<file path="src/sv/hbsf_pkg.sv">
// ----------------------------------------------------------------------------
// hbsf_pkg
// shared constants and types of the byte-stuffing frame encoder
// ----------------------------------------------------------------------------
package hbsf_pkg;

  localparam logic [7:0]  FLAG_BYTE = 8'h7E;
  localparam logic [7:0]  ESC_BYTE  = 8'h7D;
  localparam logic [7:0]  ESC_XOR   = 8'h20;
  localparam logic [15:0] FCS_INIT  = 16'hFFFF;
  localparam logic [15:0] FCS_POLY  = 16'h8408;

  // one classified request handed from front to back
  typedef struct packed {
    logic        open;
    logic [7:0]  data;
    logic        last;
    logic [15:0] fcs;
  } hbsf_job_t;

  typedef struct packed {
    logic full;
    logic empty;
  } hbsf_qstat_t;

  typedef enum logic [2:0] {
    PH_START,
    PH_OPEN,
    PH_DATA,
    PH_FCS_LO,
    PH_FCS_HI,
    PH_CLOSE
  } hbsf_phase_t;

endpackage

</file>
<file path="src/sv/hdlc_byte_stuff_framer_fcs16.sv">
// ----------------------------------------------------------------------------
// hdlc_byte_stuff_framer_fcs16
// async hdlc-like framer with byte stuffing and fcs-16
// ----------------------------------------------------------------------------
// The front stage takes one payload byte per cycle while the two-entry queue
// has room, updates the fcs-16 and queues the request; the back sequencer
// sends one line byte per cycle into the output register while the output is
// not stalled. Each request causes 1 or 2 line bytes for a plain byte, one
// more when it opens a frame, and 3 to 5 more when it closes one (up to 8 in
// all). The back sequencer's one byte per cycle sets the sustained rate.
module hdlc_byte_stuff_framer_fcs16 import hbsf_pkg::*; (
  input  logic       clk,
  input  logic       rst_n,
  input  logic       in_valid,
  output logic       in_ready,
  input  logic [7:0] in_data_byte,
  input  logic       in_last_byte,
  output logic       out_valid,
  input  logic       out_ready,
  output logic [7:0] out_line_byte,
  output logic       out_end_of_run,
  output logic       out_frame_done
);

  hbsf_job_t   push_job, head_job;
  hbsf_qstat_t q_stat;
  logic        push, pop;

  hbsf_front u_front (
    .clk          (clk),
    .rst_n        (rst_n),
    .in_valid     (in_valid),
    .in_ready     (in_ready),
    .in_data_byte (in_data_byte),
    .in_last_byte (in_last_byte),
    .q_stat       (q_stat),
    .push         (push),
    .push_job     (push_job)
  );

  hbsf_queue u_queue (
    .clk      (clk),
    .rst_n    (rst_n),
    .push     (push),
    .push_job (push_job),
    .pop      (pop),
    .head_job (head_job),
    .q_stat   (q_stat)
  );

  hbsf_back u_back (
    .clk            (clk),
    .rst_n          (rst_n),
    .head_job       (head_job),
    .q_stat         (q_stat),
    .pop            (pop),
    .out_valid      (out_valid),
    .out_ready      (out_ready),
    .out_line_byte  (out_line_byte),
    .out_end_of_run (out_end_of_run),
    .out_frame_done (out_frame_done)
  );

endmodule

</file>
<file path="src/sv/hbsf_front.sv">
// ----------------------------------------------------------------------------
// hbsf_front
// accepts payload bytes, runs the fcs-16 and classifies each request
// ----------------------------------------------------------------------------
module hbsf_front import hbsf_pkg::*; (
  input  logic        clk,
  input  logic        rst_n,
  input  logic        in_valid,
  output logic        in_ready,
  input  logic [7:0]  in_data_byte,
  input  logic        in_last_byte,
  input  hbsf_qstat_t q_stat,
  output logic        push,
  output hbsf_job_t   push_job
);

  logic [15:0] fcs_r, fcs_nxt;
  logic        open_r, open_nxt;
  logic [15:0] fcs_upd;

  function automatic logic [15:0] fcs_step(input logic [15:0] fcs, input logic [7:0] b);
    logic [15:0] acc;
    acc = fcs ^ {8'h00, b};
    for (int k = 0; k < 8; k++) begin
      if (acc[0]) begin
        acc = (acc >> 1) ^ FCS_POLY;
      end else begin
        acc = acc >> 1;
      end
    end
    return acc;
  endfunction

  assign in_ready = !q_stat.full;
  assign push     = in_valid && in_ready;
  assign fcs_upd  = fcs_step(fcs_r, in_data_byte);

  always_comb begin
    fcs_nxt       = fcs_r;
    open_nxt      = open_r;
    push_job.open = !open_r;
    push_job.data = in_data_byte;
    push_job.last = in_last_byte;
    push_job.fcs  = ~fcs_upd;
    if (push) begin
      if (in_last_byte) begin
        fcs_nxt  = FCS_INIT;
        open_nxt = 1'b0;
      end else begin
        fcs_nxt  = fcs_upd;
        open_nxt = 1'b1;
      end
    end
  end

  always_ff @(posedge clk) begin
    if (!rst_n) begin
      fcs_r  <= FCS_INIT;
      open_r <= 1'b0;
    end else begin
      fcs_r  <= fcs_nxt;
      open_r <= open_nxt;
    end
  end

endmodule

</file>
<file path="src/sv/hbsf_queue.sv">
// ----------------------------------------------------------------------------
// hbsf_queue
// two-entry request queue between front and back
// ----------------------------------------------------------------------------
module hbsf_queue import hbsf_pkg::*; (
  input  logic        clk,
  input  logic        rst_n,
  input  logic        push,
  input  hbsf_job_t   push_job,
  input  logic        pop,
  output hbsf_job_t   head_job,
  output hbsf_qstat_t q_stat
);

  hbsf_job_t   mem [2];
  logic        wr_ptr_r, wr_ptr_nxt;
  logic        rd_ptr_r, rd_ptr_nxt;
  logic [1:0]  count_r, count_nxt;
  logic        do_push, do_pop;

  assign q_stat.full  = (count_r == 2'd2);
  assign q_stat.empty = (count_r == 2'd0);
  assign do_push      = push && !q_stat.full;
  assign do_pop       = pop && !q_stat.empty;
  assign head_job     = mem[rd_ptr_r];

  always_comb begin
    wr_ptr_nxt = do_push ? !wr_ptr_r : wr_ptr_r;
    rd_ptr_nxt = do_pop ? !rd_ptr_r : rd_ptr_r;
    count_nxt  = count_r + {1'b0, do_push} - {1'b0, do_pop};
  end

  always_ff @(posedge clk) begin
    if (do_push) begin
      mem[wr_ptr_r] <= push_job;
    end
  end

  always_ff @(posedge clk) begin
    if (!rst_n) begin
      wr_ptr_r <= 1'b0;
      rd_ptr_r <= 1'b0;
      count_r  <= 2'd0;
    end else begin
      wr_ptr_r <= wr_ptr_nxt;
      rd_ptr_r <= rd_ptr_nxt;
      count_r  <= count_nxt;
    end
  end

endmodule

</file>
<file path="src/sv/hbsf_back.sv">
// ----------------------------------------------------------------------------
// hbsf_back
// byte sequencer: flags, escaping and fcs bytes into the output register
// ----------------------------------------------------------------------------
module hbsf_back import hbsf_pkg::*; (
  input  logic        clk,
  input  logic        rst_n,
  input  hbsf_job_t   head_job,
  input  hbsf_qstat_t q_stat,
  output logic        pop,
  output logic        out_valid,
  input  logic        out_ready,
  output logic [7:0]  out_line_byte,
  output logic        out_end_of_run,
  output logic        out_frame_done
);

  hbsf_phase_t phase_r, phase_nxt;
  hbsf_phase_t eff_phase, adv_phase;
  logic        esc_r, esc_nxt;
  logic        vld_r, vld_nxt;
  logic [7:0]  byte_r, byte_nxt;
  logic        eor_r, eor_nxt;
  logic        done_r, done_nxt;
  logic [7:0]  cur_byte;
  logic        escapable, special, step, final_byte;

  assign eff_phase = (phase_r == PH_START) ? (head_job.open ? PH_OPEN : PH_DATA) : phase_r;
  assign step      = !q_stat.empty && (!vld_r || out_ready);

  always_comb begin
    cur_byte   = FLAG_BYTE;
    escapable  = 1'b1;
    adv_phase  = PH_START;
    final_byte = 1'b0;
    case (eff_phase)
      PH_OPEN: begin
        escapable = 1'b0;
        adv_phase = PH_DATA;
      end
      PH_DATA: begin
        cur_byte   = head_job.data;
        adv_phase  = head_job.last ? PH_FCS_LO : PH_START;
        final_byte = !head_job.last;
      end
      PH_FCS_LO: begin
        cur_byte  = head_job.fcs[7:0];
        adv_phase = PH_FCS_HI;
      end
      PH_FCS_HI: begin
        cur_byte  = head_job.fcs[15:8];
        adv_phase = PH_CLOSE;
      end
      PH_CLOSE: begin
        escapable  = 1'b0;
        final_byte = 1'b1;
      end
      default: begin
        escapable = 1'b0;
      end
    endcase
    special = cur_byte inside {FLAG_BYTE, ESC_BYTE};
  end

  always_comb begin
    phase_nxt = phase_r;
    esc_nxt   = esc_r;
    pop       = 1'b0;
    vld_nxt   = out_ready ? 1'b0 : vld_r;
    byte_nxt  = byte_r;
    eor_nxt   = eor_r;
    done_nxt  = done_r;
    if (step) begin
      vld_nxt  = 1'b1;
      done_nxt = 1'b0;
      eor_nxt  = 1'b0;
      if (escapable && special && !esc_r) begin
        byte_nxt  = ESC_BYTE;
        esc_nxt   = 1'b1;
        phase_nxt = eff_phase;
      end else begin
        byte_nxt  = esc_r ? (cur_byte ^ ESC_XOR) : cur_byte;
        esc_nxt   = 1'b0;
        phase_nxt = adv_phase;
        done_nxt  = (eff_phase == PH_CLOSE);
        eor_nxt   = final_byte;
        pop       = final_byte;
      end
    end
  end

  always_ff @(posedge clk) begin
    if (!rst_n) begin
      phase_r <= PH_START;
      esc_r   <= 1'b0;
      vld_r   <= 1'b0;
    end else begin
      phase_r <= phase_nxt;
      esc_r   <= esc_nxt;
      vld_r   <= vld_nxt;
    end
  end

  always_ff @(posedge clk) begin
    byte_r <= byte_nxt;
    eor_r  <= eor_nxt;
    done_r <= done_nxt;
  end

  assign out_valid      = vld_r;
  assign out_line_byte  = byte_r;
  assign out_end_of_run = eor_r;
  assign out_frame_done = done_r;

endmodule

</file>
<file path="config.mk">
export PLATFORM = sky130hd
export DESIGN_NAME = hdlc_byte_stuff_framer_fcs16
export DESIGN_NICKNAME = d
export VERILOG_FILES = /design/src/sv/hbsf_pkg.sv /design/src/sv/hdlc_byte_stuff_framer_fcs16.sv /design/src/sv/hbsf_front.sv /design/src/sv/hbsf_queue.sv /design/src/sv/hbsf_back.sv
export SDC_FILE = /design/constraint.sdc
export NUM_CORES = 1
export LEC_CHECK = 0
export ABC_AREA = 1
export BUFFER_PORTS_ARGS = -buffer_cell sky130_fd_sc_hd__clkbuf_2
export CORE_MARGIN = 2
export CORE_UTILIZATION = 56
export CTS_BUF_LIST = sky130_fd_sc_hd__clkbuf_2
export DETAILED_ROUTE_END_ITERATION = 10
export GPL_TIMING_DRIVEN = 0
export PLACE_DENSITY = 0.72
export SETUP_SLACK_MARGIN = 0.4
export SKIP_CTS_REPAIR_TIMING = 1
export SLEW_MARGIN = 30
export SYNTH_ARGS = -nofsm -noshare
export SYNTH_HDL_FRONTEND = slang
export SYNTH_SLANG_ARGS = --single-unit
</file>
<file path="constraint.sdc">
create_clock -name clk -period 2.6 [get_ports clk]
set_input_delay 0.39 -clock clk [delete_from_list [all_inputs] [get_ports clk]]
set_output_delay 0.39 -clock clk [all_outputs]
set_load 0.03 [all_outputs]
</file>
Word level (Yosys, flattened, before mapping)

Memory sizes are Yosys's and may differ from the RTL's. A register that Yosys moved wholly into a read port is not among the register bits.
Cells that the tools add are included.

Memories: 1
ROM bits: 0
Word-level logic and storage cells: 81
Register bits: 36
Output and inout bits: 12
Bits in latches: 0
RAM bits: 52

Memories:

| name        | words | bits a word | rd ports | clocked after Yosys merged registers in | write ports | line             | source |
|---|---|---|---|---|---|---|---|
| u_queue.mem | 2     | 26          | 1        | 1                                       | 1           | hbsf_queue.sv:15 | `hbsf_job_t mem [2];` |

Div/mod/pow operators: 0
Equal/unequal tests: 8
Shift operators: 0
Multipliers: 0
$lt $le $gt $ge: 0
Bitwise logic cells: 11
Multiplexer cells: 28
Reductions and logical operators: 20
$add $sub $neg: 2

Operator list:

| cell                                                             | count |
|---|---|
| 16-bit 2-to-1 mux                                                | 9 |
| 2-bit NOT with 3-bit output                                      | 8 |
| 8-bit case mux with 3 select lines                               | 1 |
| 8-bit by 7-bit == test with 1-bit output (second input constant) | 2 |
| 16-bit NOT                                                       | 1 |
| 16-bit by 8-bit bitwise XOR with 16-bit output                   | 1 |
| 3-bit case mux with 4 select lines                               | 1 |
| 1-bit 2-to-1 mux                                                 | 11 |
| 1-bit zero test                                                  | 8 |
| 3-bit by 2-bit == test with 1-bit output (second input constant) | 2 |
| 3-bit == test (second input constant)                            | 2 |
| 1-bit logical AND                                                | 6 |
| 3-bit 2-to-1 mux                                                 | 2 |
| 6-bit 2-to-1 mux                                                 | 1 |
| 2-bit 2-to-1 mux                                                 | 2 |
| 2-bit nonzero test                                               | 2 |
| 3-bit by 1-bit == test with 1-bit output (second input constant) | 1 |
| 3-bit zero test                                                  | 1 |
| 3-bit OR reduction                                               | 1 |
| 2-bit by 1-bit adder with 2-bit output                           | 1 |
| 2-bit == test (second input constant)                            | 1 |
| 2-bit zero test                                                  | 1 |
| 1-bit case mux with 2 select lines                               | 1 |
| 2-bit by 1-bit subtractor with 2-bit output                      | 1 |
| other kinds (2)                                                  | 2 |

Depth between registers and ports, before layout

Word-level depth: 18
Mapped depth: 21
Gate-level depth less buffers: 19

Hierarchy

Synthesis repeated with hierarchy kept, for this count alone.

Cell total of the unflattened synthesis: 466
Area, all modules: 4,515.6 um^2

Modules (own cells, without submodules):

| module     | cells an instance | area each (um^2) | instances |
|---|---|---|---|
| hbsf_queue | 119               | 2,228.4          | 1 |
| hbsf_front | 214               | 1,246.2          | 1 |
| hbsf_back  | 133               | 1,041.0          | 1 |

Worst setup path after synthesis

OpenSTA, ideal clock, no wires.

Path kind: reg-to-reg
Start point: reg u_back.vld_r, in the netlist u_back.out_valid
End point: reg u_queue.count_r[1]
Period minus slack after synthesis: 2.345 ns
Buffers on the path: 0
Arrival time: 2.276 ns
Path slack: 0.255 ns
Data required time: 2.530 ns
Cell stages (with the launch flop): 12
Cells stage by stage: dfxtp_1 inv_1 nor2_1 a21oi_1 nand3_2 inv_1 ha_1 inv_1 ha_1 xor2_1 o21ai_0 a21oi_1

Longest elaborated chain between the ends: 6

RTL lines:

| item                                        | line             | source |
|---|---|---|
| from (decl)                                 | hbsf_back.sv:21  | `logic vld_r, vld_nxt;` |
| from (signal assigned)                      | hbsf_back.sv:100 | `vld_r <= vld_nxt;` |
| 1-bit zero test                             | hbsf_back.sv:29  | `assign step = !q_stat.empty && (!vld_r \|\| out_ready);` |
| 1-bit logical OR                            | hbsf_back.sv:29  |  |
| 1-bit logical AND                           | hbsf_back.sv:29  |  |
| via u_back.step                             | hbsf_back.sv:26  | `logic escapable, special, step, final_byte;` |
| 1-bit 2-to-1 mux                            | hbsf_back.sv:73  | `if (step) begin` |
| 1-bit logical AND                           | hbsf_queue.sv:24 | `assign do_pop = pop && !q_stat.empty;` |
| via u_queue.do_pop                          | hbsf_queue.sv:19 | `logic do_push, do_pop;` |
| 2-bit by 1-bit subtractor with 2-bit output | hbsf_queue.sv:30 | `count_nxt = count_r + {1'b0, do_push} - {1'b0, do_pop};` |
| to (signal assigned)                        | hbsf_queue.sv:47 | `count_r <= count_nxt;` |
| to (decl)                                   | hbsf_queue.sv:18 | `logic [1:0] count_r, count_nxt;` |

The timed path passes the listed nets, and every way through them passes these cells.
A chain may end at the register's enable or synchronous reset.

==> key figures <==
Status
  – Outcome: complete, no violations

Timing
  – Slew at the pin with the worst max-slew slack: just over 900 ps
  – Setup TNS: 0 ps
  – # setup viols final: 0
  – Peak Freq: approximately 390 MHz
  – Max Slew Vio Count: 0
  – Min Clock Period, post-route: ~2600 ps
  – Fin crit share: 0.991
  – RSZ-0062 raised after global routing: yes
  – Worst hold margin: between 50 and 60 ps
  – Relative slew margins: 0.392
  – Final worst setup slack: 22.7 ps
  – Final-report hold violation count: 0
  – Clk_skew: 32.0 ps

Setup path
  – Most used cell, CP: nand2_8
  – Stages on worst setup path: 20
  – Worst Setup End Kind: flip-flop
  – Worst path required time: 3120 ps
  – R2R depth: 20
  – CP max stage delay: just under 400 ps
  – WP buf/inv: 4
  – Worst EP arrival: 3100 ps
  – Critical-path top delay cell: dfxtp_2
  – CP Max Fanout: 8
  – CP Launch Type: flip-flop
  – CP Cell Sequence: buf_8 -> clkinv_8 -> nand2_4 -> nand2_4 -> nand2_8 -> nand2_8 -> nand2_8 -> nand2_8 -> nand3_4 -> nand2_4 -> nor2_4 -> nand3_4 -> nand3_4 -> inv_4 -> ha_4 -> inv_2 -> ha_4 -> xor2_1 -> o21ai_1 -> a21oi_1
  – CP top delay family: simple AND/OR/NAND/NOR gates
  – Critical path type: reg -> reg

Placement
  – DP HPWL: 5.40 mm
  – Placed cell area: 0.00412 sq mm
  – Placed insts: 502
  – Pre-CTS setup slack: -78.4 ps
  – Buffers on Ports: 24
  – Final RePlAce weighted congestion: 0.906

Pwr
  – Maximum VDD drop: 575 uV
  – Pwr Density: 1230 mW/mm^2
  – Leak: 1.99 nW
  – Pwr Total: a little under 6 mW

Final layout
  – Final Core Density: 0.703
  – Most frequent cells in the layout: nand2_1, edfxtp_1, inv_1, clkbuf_2, dfxtp_1
  – Most common cell after layout, fill and taps aside: nand2_1
  – ANT cells: 0
  – Layout area overhead: 22.3%
  – Post-route cell area: 0.00475 sq mm
  – Final #Nets: 467
  – Cell Count, Final, Fillers Out: around 540
  – FILL cells: 488
  – Layout cells sized above 1: 0.243

Clocking
  – Root Buffer: clkbuf_2
  – Clk sinks: about 90
  – Clk_lat worst skew: 560 ps
  – Inserted Clock Buffers: 9
  – Worst-path clk slew: ~250 ps
  – Bufs on Longest Clock Path: 2
  – H-tree Lvls: 3
  – CTS tree: yes

Synth
  – Syn Nets: 413
  – Synth warn: 0
  – Mapped cell area: 0.00388 sq mm
  – Area fraction of the dominant cell type after synthesis: 0.480
  – Synth Register Bits: between 80 and 90
  – Top cells by area, synth: edfxtp_1, nand2_1, dfxtp_1
  – Yosys cell types: 27
  – Post-Syn Instances: 398
  – Syn_area_per_cell: 9.75 sq um
  – Largest area contributor in the netlist: edfxtp_1
  – Register area share after synthesis: 0.619

Global routing
  – GRT Overall Usage: 0.233
  – Pin count of the biggest net entering global routing: 28
  – Initial antenna violation count: 0
  – Total gr overflow: 0
  – First-pass GRT wire length: around 13 mm
  – Vias in the first global route: around 2,700

Floorplan
  – Die area: roughly 0.0076 sq mm
  – Core area: 0.00676 sq mm
  – Row cnt: 30
  – Total I/O pin count: 25
  – Chip height: 87.3 microns
  – Die width: about 87 microns
  – Initial Util: 0.574

Job
  – Max Cap Viol: 0

Drt
  – Final ANT Viol Nets: 0
  – Number of iterations in the first detailed-routing pass: 5
  – DR vias/cell: approximately 5.2
  – Vias: 2,812
  – Final WL: 8.47 mm
  – DRC violations left: 0
  – Drt wl/cell: 15.8 microns
  – Initial drt markers: around 150

Worst hold path
  – HP Class: in -> reg
  – Hold Startpoint: in_data_byte[1]
  – Hold path cells: 1
where the power goes:
group | total [mW] | leakage, nW | switching, mW | internal [mW]
clock | 0.995 | 0.104 | 0.483 | 0.512
sequential | 2.10 | 0.802 | 0.121 | 1.98
combinational | 2.74 | 1.09 | 1.77 | 0.972
total | 5.83 | 1.99 | 2.37 | 3.46
cell usage after synthesis:
library cell and count:
o22ai_1 9, dfxtp_1 27, nor3_1 1, nor2_1 22, edfxtp_1 62, a21oi_1 4
inv_1 37, buf_2 5, clkbuf_1 2, clkinv_1 2, inv_2 4, nand4_1 1
o21ai_0 12, xnor2_1 19, buf_6 2, xor2_1 7, o21ai_1 1, nor2_2 2
nand2_2 5, ha_1 2, nand3_1 13, o21bai_1 1, nand2_4 2, nand3_2 6
nor2_4 1, nand2_1 148, inv_6 1
final cells by class:
cell class / instances / area [sq um] / share of cell area
Buffer: 9 / 76.3 / 0.0161
Clock buffer: 9 / 45.0 / 0.00949
Clock inverter: 7 / 141 / 0.0298
Inverter: 44 / 186 / 0.0393
Multi-Input combinational cell: 256 / 1500 / 0.315
Sequential cell: 89 / 2410 / 0.508
Tap cell: 80 / 100 / 0.0211
Timing Repair Buffer: 43 / 288 / 0.0606
path summary, 6_finish.rpt:
path / endpoint / slack (ps)
max: u_queue.count_r[1]$_SDFF_PN0_ / 20
min: u_queue.mem[0][18]$_DFFE_PP_ / 50
max reg2reg: u_queue.count_r[1]$_SDFF_PN0_ / 20
min reg2reg: u_queue.count_r[1]$_SDFF_PN0_ / 510
cell families (layout without fill, tap and decap cells):
group                    Yosys count  count (layout)  share of synthesized area
AND/OR/NAND/NOR                  201             201                      0.220
flip-flops                        89              89                      0.619
buffers and inverters             53             112                     0.0580
AO/OA/AOI/OAI                     27              27                     0.0384
XOR/XNOR                          26              26                     0.0587
adder cells (fa/ha/maj)            2               2                    0.00645
routing by layer:
layer | track usage | routed length [microns] | up-vias
met5 | 0 | 0 | -
met4 | 0.0881 | 214 | 0
met3 | 0.0436 | 429 | 19
met2 | 0.387 | 4090 | 81
met1 | 0.303 | 3740 | 1318
li1 | - | - | 1394
sequential cells by signal (all words and copies together), names as in the netlist, named ones only:
register / count
u_back.phase_r: 3
u_queue.mem: 52
u_back.out_valid: 1
u_back.out_end_of_run: 1
u_back.esc_r: 1
u_queue.wr_ptr_r: 1
u_back.out_line_byte: 8
u_front.open_r: 1
u_queue.rd_ptr_r: 1
u_queue.count_r: 2
u_front.fcs_r: 16
u_back.out_frame_done: 1
No activity file was read; power rests on OpenSTA's default activity.
